===== src/design/glct_pkg.sv =====
// ----------------------------------------------------------------------------
// Grid line cell tracer package
// Shared types and constants for the tracer front end, job queue and back end.
// ----------------------------------------------------------------------------
package glct_pkg;

  localparam int GRID_SIZE   = 32;
  localparam int COORD_W     = 5;
  localparam int QUEUE_DEPTH = 2;
  localparam int QPTR_W      = (QUEUE_DEPTH > 1) ? $clog2(QUEUE_DEPTH) : 1;
  localparam int QCNT_W      = $clog2(QUEUE_DEPTH + 1);

  localparam logic CMD_MOVE = 1'b0;
  localparam logic CMD_LINE = 1'b1;

  typedef logic [COORD_W-1:0] coord_t;

  typedef struct packed {
    logic   command;
    coord_t target_x;
    coord_t target_y;
  } cmd_item_t;

  typedef struct packed {
    coord_t cell_x;
    coord_t cell_y;
    logic   last_cell;
  } cell_item_t;

  typedef struct packed {
    coord_t x0;
    coord_t y0;
    coord_t x1;
    coord_t y1;
  } job_t;

  typedef struct packed {
    logic              full;
    logic              empty;
    logic [QCNT_W-1:0] count;
  } queue_status_t;

  typedef struct packed {
    logic idle;
    logic pop;
  } back_status_t;

  typedef enum logic [2:0] {
    ST_IDLE,
    ST_START,
    ST_TARGET,
    ST_STEP,
    ST_STEP2
  } back_state_t;

endpackage


===== src/design/glct_front.sv =====
// ----------------------------------------------------------------------------
// Grid line cell tracer front end
// Accepts commands, saturates targets, tracks the pen and queues line jobs.
// ----------------------------------------------------------------------------
module glct_front (
  input  logic                   clk,
  input  logic                   rst,
  input  logic                   cmd_valid,
  output logic                   cmd_stall,
  input  glct_pkg::cmd_item_t    cmd,
  input  glct_pkg::queue_status_t q_status,
  output logic                   push,
  output glct_pkg::job_t         push_job
);

  localparam glct_pkg::coord_t COORD_MAX = glct_pkg::COORD_W'(glct_pkg::GRID_SIZE - 1);

  glct_pkg::coord_t pen_x;
  glct_pkg::coord_t pen_y;
  glct_pkg::coord_t tx;
  glct_pkg::coord_t ty;
  logic             accept;

  assign cmd_stall = q_status.full;
  assign accept    = cmd_valid && !cmd_stall;
  assign tx        = (cmd.target_x > COORD_MAX) ? COORD_MAX : cmd.target_x;
  assign ty        = (cmd.target_y > COORD_MAX) ? COORD_MAX : cmd.target_y;

  assign push        = accept && (cmd.command == glct_pkg::CMD_LINE);
  assign push_job.x0 = pen_x;
  assign push_job.y0 = pen_y;
  assign push_job.x1 = tx;
  assign push_job.y1 = ty;

  always_ff @(posedge clk) begin
    if (rst) begin
      pen_x <= '0;
      pen_y <= '0;
    end else if (accept) begin
      pen_x <= tx;
      pen_y <= ty;
    end
  end

endmodule


===== src/design/glct_queue.sv =====
// ----------------------------------------------------------------------------
// Grid line cell tracer job queue
// Short first-in first-out buffer of line jobs between front and back end.
// ----------------------------------------------------------------------------
module glct_queue (
  input  logic                    clk,
  input  logic                    rst,
  input  logic                    push,
  input  glct_pkg::job_t          push_job,
  input  logic                    pop,
  output glct_pkg::job_t          head_job,
  output glct_pkg::queue_status_t status
);

  glct_pkg::job_t                    entries [glct_pkg::QUEUE_DEPTH];
  logic [glct_pkg::QPTR_W-1:0]       wr_ptr;
  logic [glct_pkg::QPTR_W-1:0]       rd_ptr;
  logic [glct_pkg::QCNT_W-1:0]       count;
  logic                              do_push;
  logic                              do_pop;

  localparam logic [glct_pkg::QCNT_W-1:0] DEPTH_CNT = glct_pkg::QCNT_W'(glct_pkg::QUEUE_DEPTH);
  localparam logic [glct_pkg::QPTR_W-1:0] LAST_PTR  = glct_pkg::QPTR_W'(glct_pkg::QUEUE_DEPTH - 1);

  assign status.full  = (count == DEPTH_CNT);
  assign status.empty = (count == '0);
  assign status.count = count;
  assign do_push      = push && !status.full;
  assign do_pop       = pop && !status.empty;
  assign head_job     = entries[rd_ptr];

  always_ff @(posedge clk) begin
    if (do_push) begin
      entries[wr_ptr] <= push_job;
    end
  end

  always_ff @(posedge clk) begin
    if (rst) begin
      wr_ptr <= '0;
      rd_ptr <= '0;
      count  <= '0;
    end else begin
      if (do_push) begin
        wr_ptr <= (wr_ptr == LAST_PTR) ? '0 : wr_ptr + 1'b1;
      end
      if (do_pop) begin
        rd_ptr <= (rd_ptr == LAST_PTR) ? '0 : rd_ptr + 1'b1;
      end
      if (do_push && !do_pop) begin
        count <= count + 1'b1;
      end else if (do_pop && !do_push) begin
        count <= count - 1'b1;
      end
    end
  end

endmodule


===== src/design/glct_back.sv =====
// ----------------------------------------------------------------------------
// Grid line cell tracer back end
// Walks one line job along its major axis and emits the touched cells.
// ----------------------------------------------------------------------------
module glct_back (
  input  logic                    clk,
  input  logic                    rst,
  input  glct_pkg::job_t          head_job,
  input  glct_pkg::queue_status_t q_status,
  output glct_pkg::back_status_t  status,
  output logic                    cell_valid,
  input  logic                    cell_stall,
  output glct_pkg::cell_item_t    grid_cell
);

  glct_pkg::back_state_t state;
  glct_pkg::back_state_t state_next;

  glct_pkg::job_t   job;
  logic             horiz;
  logic             adv_up;
  glct_pkg::coord_t maj;
  glct_pkg::coord_t me;
  logic signed [5:0] s;
  logic [5:0]       den;
  glct_pkg::coord_t f;
  logic [5:0]       r;

  logic signed [5:0] dx_c;
  logic signed [5:0] dy_c;
  logic [4:0]       adx_c;
  logic [4:0]       ady_c;
  logic             horiz_c;
  logic [4:0]       d_c;
  logic signed [5:0] s_c;
  glct_pkg::coord_t ms_c;
  glct_pkg::coord_t me_c;
  glct_pkg::coord_t m0_c;
  logic [5:0]       den_c;
  logic signed [7:0] t_c;
  glct_pkg::coord_t f_c;
  logic [5:0]       r_c;
  logic             same_c;

  logic signed [7:0] rsum;
  logic signed [7:0] rnorm;
  glct_pkg::coord_t fn;
  logic [5:0]       rn;
  logic             wrap;
  logic             cur_v;
  logic             s_pos;
  glct_pkg::coord_t cell1;
  logic             second;
  glct_pkg::coord_t maj_n;
  logic             end_step;

  logic             load;
  logic             emit;
  glct_pkg::cell_item_t emit_item;
  logic             pop;
  logic             setup_en;
  logic             adv_en;
  logic             frac_en;

  function automatic glct_pkg::cell_item_t axis_cell(input logic h,
                                                     input glct_pkg::coord_t major,
                                                     input glct_pkg::coord_t minor,
                                                     input logic last);
    glct_pkg::cell_item_t c;
    c.cell_x    = h ? major : minor;
    c.cell_y    = h ? minor : major;
    c.last_cell = last;
    return c;
  endfunction

  always_comb begin
    dx_c    = $signed({1'b0, job.x1}) - $signed({1'b0, job.x0});
    dy_c    = $signed({1'b0, job.y1}) - $signed({1'b0, job.y0});
    adx_c   = dx_c[5] ? 5'(-dx_c) : dx_c[4:0];
    ady_c   = dy_c[5] ? 5'(-dy_c) : dy_c[4:0];
    horiz_c = (adx_c >= ady_c);
    d_c     = horiz_c ? adx_c : ady_c;
    s_c     = horiz_c ? dy_c : dx_c;
    ms_c    = horiz_c ? job.x0 : job.y0;
    me_c    = horiz_c ? job.x1 : job.y1;
    m0_c    = horiz_c ? job.y0 : job.x0;
    den_c   = {d_c, 1'b0};
    t_c     = $signed({3'b000, d_c}) + 8'(s_c);
    same_c  = (job.x0 == job.x1) && (job.y0 == job.y1);
    if (t_c == $signed({2'b00, den_c})) begin
      f_c = m0_c + 1'b1;
      r_c = '0;
    end else begin
      f_c = m0_c;
      r_c = t_c[5:0];
    end
  end

  always_comb begin
    rsum  = $signed({2'b00, r}) + $signed({s[5], s, 1'b0});
    rnorm = rsum;
    fn    = f;
    wrap  = 1'b0;
    if (rsum >= $signed({2'b00, den})) begin
      rnorm = rsum - $signed({2'b00, den});
      fn    = f + 1'b1;
      wrap  = 1'b1;
    end else if (rsum < 0) begin
      rnorm = rsum + $signed({2'b00, den});
      fn    = f - 1'b1;
      wrap  = 1'b1;
    end
    rn       = rnorm[5:0];
    cur_v    = (r == '0);
    s_pos    = !s[5] && (s != '0);
    cell1    = (cur_v && !s_pos) ? f - 1'b1 : f;
    second   = wrap && !cur_v && (rn != '0);
    maj_n    = adv_up ? maj + 1'b1 : maj - 1'b1;
    end_step = (maj_n == me);
  end

  assign load = !cell_valid || !cell_stall;

  always_comb begin
    state_next = state;
    emit       = 1'b0;
    emit_item  = axis_cell(horiz, maj, f, 1'b0);
    pop        = 1'b0;
    setup_en   = 1'b0;
    adv_en     = 1'b0;
    frac_en    = 1'b0;
    unique case (state)
      glct_pkg::ST_IDLE: begin
        if (!q_status.empty) begin
          pop        = 1'b1;
          state_next = glct_pkg::ST_START;
        end
      end
      glct_pkg::ST_START: begin
        if (load) begin
          emit                = 1'b1;
          emit_item.cell_x    = job.x0;
          emit_item.cell_y    = job.y0;
          emit_item.last_cell = same_c;
          setup_en            = 1'b1;
          state_next          = same_c ? glct_pkg::ST_IDLE : glct_pkg::ST_TARGET;
        end
      end
      glct_pkg::ST_TARGET: begin
        if (load) begin
          emit                = 1'b1;
          emit_item.cell_x    = job.x1;
          emit_item.cell_y    = job.y1;
          emit_item.last_cell = end_step;
          adv_en              = 1'b1;
          state_next          = end_step ? glct_pkg::ST_IDLE : glct_pkg::ST_STEP;
        end
      end
      glct_pkg::ST_STEP: begin
        if (load) begin
          emit      = 1'b1;
          emit_item = axis_cell(horiz, maj, cell1, !second && end_step);
          frac_en   = 1'b1;
          if (second) begin
            state_next = glct_pkg::ST_STEP2;
          end else begin
            adv_en     = 1'b1;
            state_next = end_step ? glct_pkg::ST_IDLE : glct_pkg::ST_STEP;
          end
        end
      end
      glct_pkg::ST_STEP2: begin
        if (load) begin
          emit       = 1'b1;
          emit_item  = axis_cell(horiz, maj, f, end_step);
          adv_en     = 1'b1;
          state_next = end_step ? glct_pkg::ST_IDLE : glct_pkg::ST_STEP;
        end
      end
      default: begin
        state_next = glct_pkg::ST_IDLE;
      end
    endcase
  end

  assign status.idle = (state == glct_pkg::ST_IDLE);
  assign status.pop  = pop;

  always_ff @(posedge clk) begin
    if (rst) begin
      state <= glct_pkg::ST_IDLE;
    end else begin
      state <= state_next;
    end
  end

  always_ff @(posedge clk) begin
    if (pop) begin
      job <= head_job;
    end
    if (setup_en) begin
      horiz  <= horiz_c;
      adv_up <= (me_c > ms_c);
      maj    <= ms_c;
      me     <= me_c;
      s      <= s_c;
      den    <= den_c;
      f      <= f_c;
      r      <= r_c;
    end
    if (frac_en) begin
      f <= fn;
      r <= rn;
    end
    if (adv_en) begin
      maj <= maj_n;
    end
  end

  always_ff @(posedge clk) begin
    if (rst) begin
      cell_valid <= 1'b0;
    end else if (load) begin
      cell_valid <= emit;
    end
  end

  always_ff @(posedge clk) begin
    if (emit) begin
      grid_cell <= emit_item;
    end
  end

endmodule


===== src/design/grid_line_cell_tracer.sv =====
// ----------------------------------------------------------------------------
// Grid line cell tracer
// Pen on a square grid that traces the cells touched by each drawn line.
// ----------------------------------------------------------------------------
// A move command sets the pen and produces no cells; it is taken whenever the
// two-entry job queue has room. A line command is queued and then traced by
// the back end, which emits one cell per cycle into the output register while
// cell_stall is low: the start cell, the target cell, and one or two cells for
// each of the D-1 inner columns or rows along the major axis, D being the
// major-axis distance. A line therefore occupies the back end for a fetch from
// the queue plus 2 to 2*D cells, a length set by the sequential walk along the
// major axis. A line to the pen's own position emits only the start cell. The
// final cell of each line carries last_cell.
module grid_line_cell_tracer (
  input  logic                 clk,
  input  logic                 rst,
  input  logic                 cmd_valid,
  output logic                 cmd_stall,
  input  glct_pkg::cmd_item_t  cmd,
  output logic                 cell_valid,
  input  logic                 cell_stall,
  output glct_pkg::cell_item_t grid_cell
);

  logic                    push;
  glct_pkg::job_t          push_job;
  glct_pkg::job_t          head_job;
  glct_pkg::queue_status_t q_status;
  glct_pkg::back_status_t  b_status;

  glct_front u_front (
    .clk      (clk),
    .rst      (rst),
    .cmd_valid(cmd_valid),
    .cmd_stall(cmd_stall),
    .cmd      (cmd),
    .q_status (q_status),
    .push     (push),
    .push_job (push_job)
  );

  glct_queue u_queue (
    .clk     (clk),
    .rst     (rst),
    .push    (push),
    .push_job(push_job),
    .pop     (b_status.pop),
    .head_job(head_job),
    .status  (q_status)
  );

  glct_back u_back (
    .clk       (clk),
    .rst       (rst),
    .head_job  (head_job),
    .q_status  (q_status),
    .status    (b_status),
    .cell_valid(cell_valid),
    .cell_stall(cell_stall),
    .grid_cell (grid_cell)
  );

`ifndef SYNTHESIS
  a_queue_bound: assert property (@(posedge clk) disable iff (rst)
    q_status.count <= glct_pkg::QCNT_W'(glct_pkg::QUEUE_DEPTH))
    else $error("job queue count exceeds its depth");

  a_move_no_job: assert property (@(posedge clk) disable iff (rst)
    cmd_valid && !cmd_stall && (cmd.command == glct_pkg::CMD_MOVE) |-> !push)
    else $error("move command queued a line job");

  a_pop_nonempty: assert property (@(posedge clk) disable iff (rst)
    b_status.pop |-> !q_status.empty)
    else $error("back end fetched from an empty queue");

  a_fetch_when_ready: assert property (@(posedge clk) disable iff (rst)
    b_status.idle && !q_status.empty |=> !b_status.idle)
    else $error("back end idle while a job waits");
`endif

endmodule

===== config.mk =====
export PLATFORM = sky130hd
export DESIGN_NAME = grid_line_cell_tracer
export DESIGN_NICKNAME = d
export VERILOG_FILES = /design/src/design/glct_pkg.sv /design/src/design/glct_front.sv /design/src/design/glct_queue.sv /design/src/design/glct_back.sv /design/src/design/grid_line_cell_tracer.sv
export SDC_FILE = /design/constraint.sdc
export NUM_CORES = 1
export LEC_CHECK = 0
export ABC_AREA = 1
export ABC_CLOCK_PERIOD_IN_PS = 6410
export BUFFER_PORTS_ARGS = -buffer_cell sky130_fd_sc_hd__buf_2
export CAP_MARGIN = 30
export CORE_UTILIZATION = 31
export DETAILED_ROUTE_END_ITERATION = 10
export GPL_ROUTABILITY_DRIVEN = 0
export HOLD_SLACK_MARGIN = 0.1
export PLACE_DENSITY = 0.49
export SYNTH_ARGS = -nofsm -noshare
export SYNTH_HDL_FRONTEND = slang
export SYNTH_SLANG_ARGS = --single-unit

===== constraint.sdc =====
create_clock -name clk -period 6.41 [get_ports clk]
set_input_delay 0.9615 -clock clk [delete_from_list [all_inputs] [get_ports clk]]
set_output_delay 0.9615 -clock clk [all_outputs]
set_load 0.02 [all_outputs]

==> results.sh, run 1 <==
export IMPL_synth_most_common_cell="nand2_1"
export IMPL_remaining_drc_errors=0
export IMPL_cts_buffer_depth=2
export IMPL_antenna_found_initial=0
export IMPL_ios=28
export IMPL_cts_sinks=123
export IMPL_synthArstFlopShare=0
export IMPL_crit_path_start_kind="flop"
export IMPL_cts_resized=0
export IMPL_synth_edf_count=105
export IMPL_drtIter0Drc=384
export IMPL_cts_root_buf="clkbuf_16"
export IMPL_io_buffers=27
export IMPL_crit_type="reg -> reg"
export IMPL_gr_total_overflow=0
export IMPL_period_needed_ns=5.65
export IMPL_grt_first_pass_wirelength_um=31800
export IMPL_cts_buffers=17
export IMPL_die_y_um=164
export IMPL_core_mm2=0.0254
export IMPL_setup_viol_count_final=0
export IMPL_r2r_start="u_back.job[0]$_DFFE_PP_"
export IMPL_clock_skew_ns=0.0100
export IMPL_synthTopCellsByArea="edfxtp_1, nand2_1, ha_1"
export IMPL_crit_start="u_back.job[0]$_DFFE_PP_"
export IMPL_netlist_area_mm2=0.00809
export IMPL_track_usage=0.156
export IMPL_cp_common_cell="nand2_1"
export IMPL_arrival_ns=5.82
export IMPL_routed_via_density=4.71
export IMPL_crit_buf_inv=7
export IMPL_status="finished, final reports clean"
export IMPL_die_w_um=164
export IMPL_ctsHoldBuffers=0
export IMPL_totalWireLength_um=19900
export IMPL_floorplan_initialDensity=0.319
export IMPL_max_stage_delay_ns=0.52
export IMPL_slew_viol_final=0
export IMPL_syn_to_final_growth_pct=12.7
export IMPL_tns_ns=0
export IMPL_dr_total_vias=6364
export IMPL_hold_class="reg -> reg"
export IMPL_finalHoldViolCount=0
export IMPL_max_slew_margin_rel=0.429
export IMPL_holdWs_ns=0.457
export IMPL_tritoncts="yes"
export IMPL_routedWlPerCell_um=14.7
export IMPL_required_ns=6.58
export IMPL_firstDrtPassIters=4
export IMPL_setup_worst_path_end_class="flop"
export IMPL_ys_ff_latch=123
export IMPL_crit_fanout=26
export IMPL_netlist_top_cell_by_area="edfxtp_1"
export IMPL_postCtsSetupRepairBufs=0
export IMPL_antenna_left=0
export IMPL_cp_top_family="adder cells"
export IMPL_syn_inst=991
export IMPL_clock_latency_ns=0.43
export IMPL_dp_hpwl_um=15300
export IMPL_layout_drive_gt1_share=0.100
export IMPL_grt_pass1_vias=5947
export IMPL_fp_row_count=58
export IMPL_layout_nets=1077
export IMPL_clock_fmax_mhz=177
export IMPL_tightestPinTransition_ns=0.855
export IMPL_synthFlopType="edfxtp_1"
export IMPL_syn_area_per_cell_um2=8.16
export IMPL_grt_max_degree=31
export IMPL_cap_violations=0
export IMPL_synth_nets=1061
export IMPL_synth_common_cells="nand2_1, inv_1, edfxtp_1"
export IMPL_rsz0062_at_grt="false"
export IMPL_synth_top_area_share=0.390
export IMPL_worst_path_max_delay_cell="fa_1"
export IMPL_diodes=0
export IMPL_ys_warn_count=0
export IMPL_min_from="u_front.pen_x[1]$_SDFFE_PP0P_"
export IMPL_synth_seq_area_share=0.434
export IMPL_finalCritPeriodShare=0.881
export IMPL_clk_pin_slew_ns=0.06
export IMPL_cts_htree_levels=4
export IMPL_die_area_mm2=0.0268
export IMPL_synth_cell_types=47
## final timing paths
kind / endpoint / slack, ns / cells after the start
hold reg to reg: u_queue.entries[1][16]$_DFFE_PP_ / 0.46 / 0
hold / removal: u_queue.entries[1][16]$_DFFE_PP_ / 0.46 / 0
setup reg to reg: u_back.f[4]$_DFFE_PP_ / 0.76 / 31
setup / recovery: u_back.f[4]$_DFFE_PP_ / 0.76 / 31
## worst register-to-register path: cells and delay by family, from the launching register on
kind	cells	cell delay (ns)
adder cells (fa/ha/maj)	5	1.56
AO/OA/AOI/OAI	5	1.38
AND/OR/NAND/NOR	13	1.26
buffers and inverters	7	0.53
flip-flops	1	0.39
XOR/XNOR	1	0.26
## through the flow
stage | setup slack [ns] | instance area [µm²] | instances | util
2_1_floorplan | 1.07 | 8090 | 991 | -
3_3_place_gp | 0.963 | 8520 | 1318 | 0.336
3_5_place_dp | 0.791 | 8520 | 1318 | 0.336
4_1_cts | 0.769 | 9120 | 1350 | 0.359
5_1_grt | 0.108 | 9120 | 1350 | 0.359
6_report | 0.763 | 9120 | 1350 | 0.359
## cell usage in the layout, fill, tap and decap left out, drive strengths merged, types with 17 or more instances in the layout
master / n
ha: 48
nand2: 293
dfxtp: 18
buf: 35
nor2: 54
edfxtp: 105
clkbuf: 17
nand3: 70
a21oi: 57
xor2: 19
inv: 143
o21ai: 73
## per-layer routing
metal  routed length (µm)  vias to the layer above  track usage  part of all wire
met4                  303                        0       0.0522             0.015
met2                 8940                       96        0.243              0.45
met5                    0                        -            0                 0
met3                  602                       18       0.0277             0.030
li1                     -                     3315            -                 -
met1                10000                     2935        0.217              0.50
## cell type report
class,count,area [µm²]
fillers,2656,16300
multi-input cells,694,3890
flip-flops and latches,123,3510
inverters,136,510
clock buffers,17,425
well taps,330,413
repair buffers,35,195
clock inverters,15,168
## kinds of logic (layout without fill, tap and decap cells)
kind of cell    after synthesis  in the layout  share of synthesized area
simple gates                452            452                      0.242
buf+inv                     174            203                     0.0854
flops                       123            123                      0.434
compound gates              156            156                      0.113
fa+ha+maj                    55             55                     0.0915
xor+xnor                     31             31                     0.0336
## state kept, by name (all words and copies together) (netlist names)
signal,cells
u_back.adv_up,1
u_back.cell_valid,1
u_back.den,5
u_back.f,5
u_back.grid_cell,11
u_back.horiz,1
u_back.job,20
u_back.maj,5
u_back.me,5
u_back.r,6
u_back.s,6
u_back.state,3
u_front.pen_x,5
u_front.pen_y,5
u_queue.count,2
u_queue.entries,40
u_queue.rd_ptr,1
u_queue.wr_ptr,1
Power of run 1 is left out: the tool's default activity adds up to more than one toggle a clock period on the data nets, which glitch-free logic cannot reach.
==> inputs of run 2 (changes only) <==
Settings changed: SYNTH_HIERARCHICAL from default to 1.
==> results.sh, run 2 <==
export IMPL_synth_most_common_cell="nand2_1"
export IMPL_min_from="u_front/pen_y[4]$_SDFFE_PP0P_"
export IMPL_tritoncts="yes"
export IMPL_required_ns=6.58
export IMPL_finalCritPeriodShare=0.895
export IMPL_largest_reg_flops=40
export IMPL_synthArstFlopShare=0
export IMPL_synthFlopType="edfxtp_1"
export IMPL_io_buffers=27
export IMPL_crit_path_start_kind="flop"
export IMPL_ys_warn_count=6
export IMPL_antenna_found_initial=0
export IMPL_die_w_um=164
export IMPL_regMostFlops="u_queue/entries"
export IMPL_cp_common_cell="nand2_1"
export IMPL_arrival_ns=5.90
export IMPL_rr_endpoint="u_back/f[2]$_DFFE_PP_"
export IMPL_netlist_top_cell_by_area="edfxtp_1"
export IMPL_dp_hpwl_um=15200
export IMPL_tightestPinTransition_ns=0.793
export IMPL_syn_to_final_growth_pct=13.0
export IMPL_grt_first_pass_wirelength_um=32200
export IMPL_synth_top_area_share=0.387
export IMPL_cap_violations=0
export IMPL_syn_inst=945
export IMPL_period_needed_ns=5.73
export IMPL_worst_path_max_delay_cell="fa_1"
export IMPL_totalWireLength_um=19700
export IMPL_remaining_drc_errors=0
export IMPL_layout_nets=1033
export IMPL_ios=28
export IMPL_antenna_left=0
export IMPL_cts_sinks=124
export IMPL_max_slew_margin_rel=0.466
export IMPL_grt_pass1_vias=5926
export IMPL_cts_htree_levels=4
export IMPL_ctsHoldBuffers=0
export IMPL_track_usage=0.158
export IMPL_cts_buffers=17
export IMPL_synth_nets=1014
export IMPL_r2r_start="u_back/job[0]$_DFFE_PP_"
export IMPL_grt_max_degree=49
export IMPL_cts_resized=0
export IMPL_clock_latency_ns=0.43
export IMPL_final_cell_mix="nand2_1, inv_1, edfxtp_1"
export IMPL_drtIter0Drc=477
export IMPL_hold_depth=0
export IMPL_layout_drive_gt1_share=0.156
export IMPL_core_mm2=0.0255
export IMPL_hold_class="reg -> reg"
export IMPL_clock_skew_ns=0.0151
export IMPL_cts_buffer_depth=2
export IMPL_synthTopCellsByArea="edfxtp_1, nand2_1, ha_1"
export IMPL_setup_viol_count_final=0
export IMPL_reg_largest_list="u_queue/entries: 40 flops, u_back/job: 20 flops, u_back/grid_cell: 11 flops"
export IMPL_max_stage_delay_ns=0.54
export IMPL_crit_fanout=48
export IMPL_dr_total_vias=6154
export IMPL_netlist_area_mm2=0.00814
export IMPL_setup_worst_path_end_class="flop"
export IMPL_tns_ns=0
export IMPL_firstDrtPassIters=4
export IMPL_synth_seq_area_share=0.434
export IMPL_routed_via_density=4.71
export IMPL_synth_cell_types=52
export IMPL_ys_ff_latch=124
export IMPL_slew_viol_final=0
export IMPL_finalHoldViolCount=0
export IMPL_r2r_cells=31
export IMPL_routedWlPerCell_um=15.1
export IMPL_floorplan_initialDensity=0.320
export IMPL_whs_endpoint="u_queue/entries[0][14]$_DFFE_PP_"
export IMPL_diodes=0
export IMPL_clk_pin_slew_ns=0.07
export IMPL_synth_edf_count=105
export IMPL_rsz0062_at_grt="false"
export IMPL_gr_total_overflow=0
export IMPL_final_common_cell="nand2_1"
export IMPL_die_y_um=164
export IMPL_r2r_slack_ns=0.68
export IMPL_fp_row_count=58
export IMPL_crit_type="reg -> reg"
export IMPL_die_area_mm2=0.0269
export IMPL_synth_common_cells="nand2_1, inv_1, edfxtp_1"
export IMPL_clock_fmax_mhz=174
export IMPL_syn_area_per_cell_um2=8.62
export IMPL_postCtsSetupRepairBufs=0
export IMPL_cts_root_buf="clkbuf_16"
export IMPL_status="finished, final reports clean"
## run 2: through the flow
stage                     worst slack [ns]  instances  hold slack (ns)   util  instance area (µm²)
final                                0.676       1307            0.442  0.361                 9200
after global routing                 0.120       1307            0.471  0.361                 9200
after CTS                            0.651       1307            0.444  0.361                 9200
after detailed placement             0.688       1275            0.440  0.337                 8590
after global placement               0.874       1274            0.436  0.336                 8560
after floorplan                      0.924        945            0.426      -                 8140
## run 2: area by class of cell
class                   instances  area (µm²)
inverters                     137         522
clock buffers                  19         475
well taps                     330         413
multi-input cells             650        3920
fillers                      2636       16300
repair buffers                 34         208
clock inverters                13         138
flip-flops and latches        124        3530
## run 2: layer usage
layer  vias up  part of all wire  track usage
li1       3182                 -            -
met1      2821              0.50        0.221
met2       137              0.45        0.246
met3        14             0.044       0.0270
met4         0             0.014       0.0547
met5         -                 0            0
## run 2: how the worst max path moves through the flow
stage	from	to	slack (ns)	depth (start not counted)
2_1_floorplan	u_back/job[0]$_DFFE_PP_	u_back/f[4]$_DFFE_PP_	0.92	37
3_3_place_gp	u_back/job[0]$_DFFE_PP_	u_back/f[4]$_DFFE_PP_	0.87	32
3_5_place_dp	u_back/job[0]$_DFFE_PP_	u_back/f[2]$_DFFE_PP_	0.69	31
4_1_cts	u_back/job[0]$_DFFE_PP_	u_back/f[2]$_DFFE_PP_	0.65	31
5_1_grt	u_back/job[5]$_DFFE_PP_	u_back/f[2]$_DFFE_PP_	0.12	33
6_report	u_back/job[0]$_DFFE_PP_	u_back/f[2]$_DFFE_PP_	0.68	31
## run 2: worst max-delay path, delay by kind of cell, from the launching register on
family,cells,cell delay [ns]
and+or+nand+nor,16,1.69
adders and majority gates,5,1.54
AOI/OAI and AO/OA,4,1.07
xor gates and xnor gates,2,0.48
DFF,1,0.38
buffers and inverters,4,0.32
## run 2: cell families (layout without fill, tap and decap cells)
group / Yosys count / in the layout / share of synthesized area
DFF: 124 / 124 / 0.434
adders and majority gates: 54 / 54 / 0.0894
xor gates and xnor gates: 35 / 35 / 0.0386
buffers and inverters: 171 / 203 / 0.0857
AOI/OAI and AO/OA: 133 / 133 / 0.0951
muxes: 20 / 20 / 0.0277
and+or+nand+nor: 408 / 408 / 0.230
Power of run 2 is left out for the same reason.
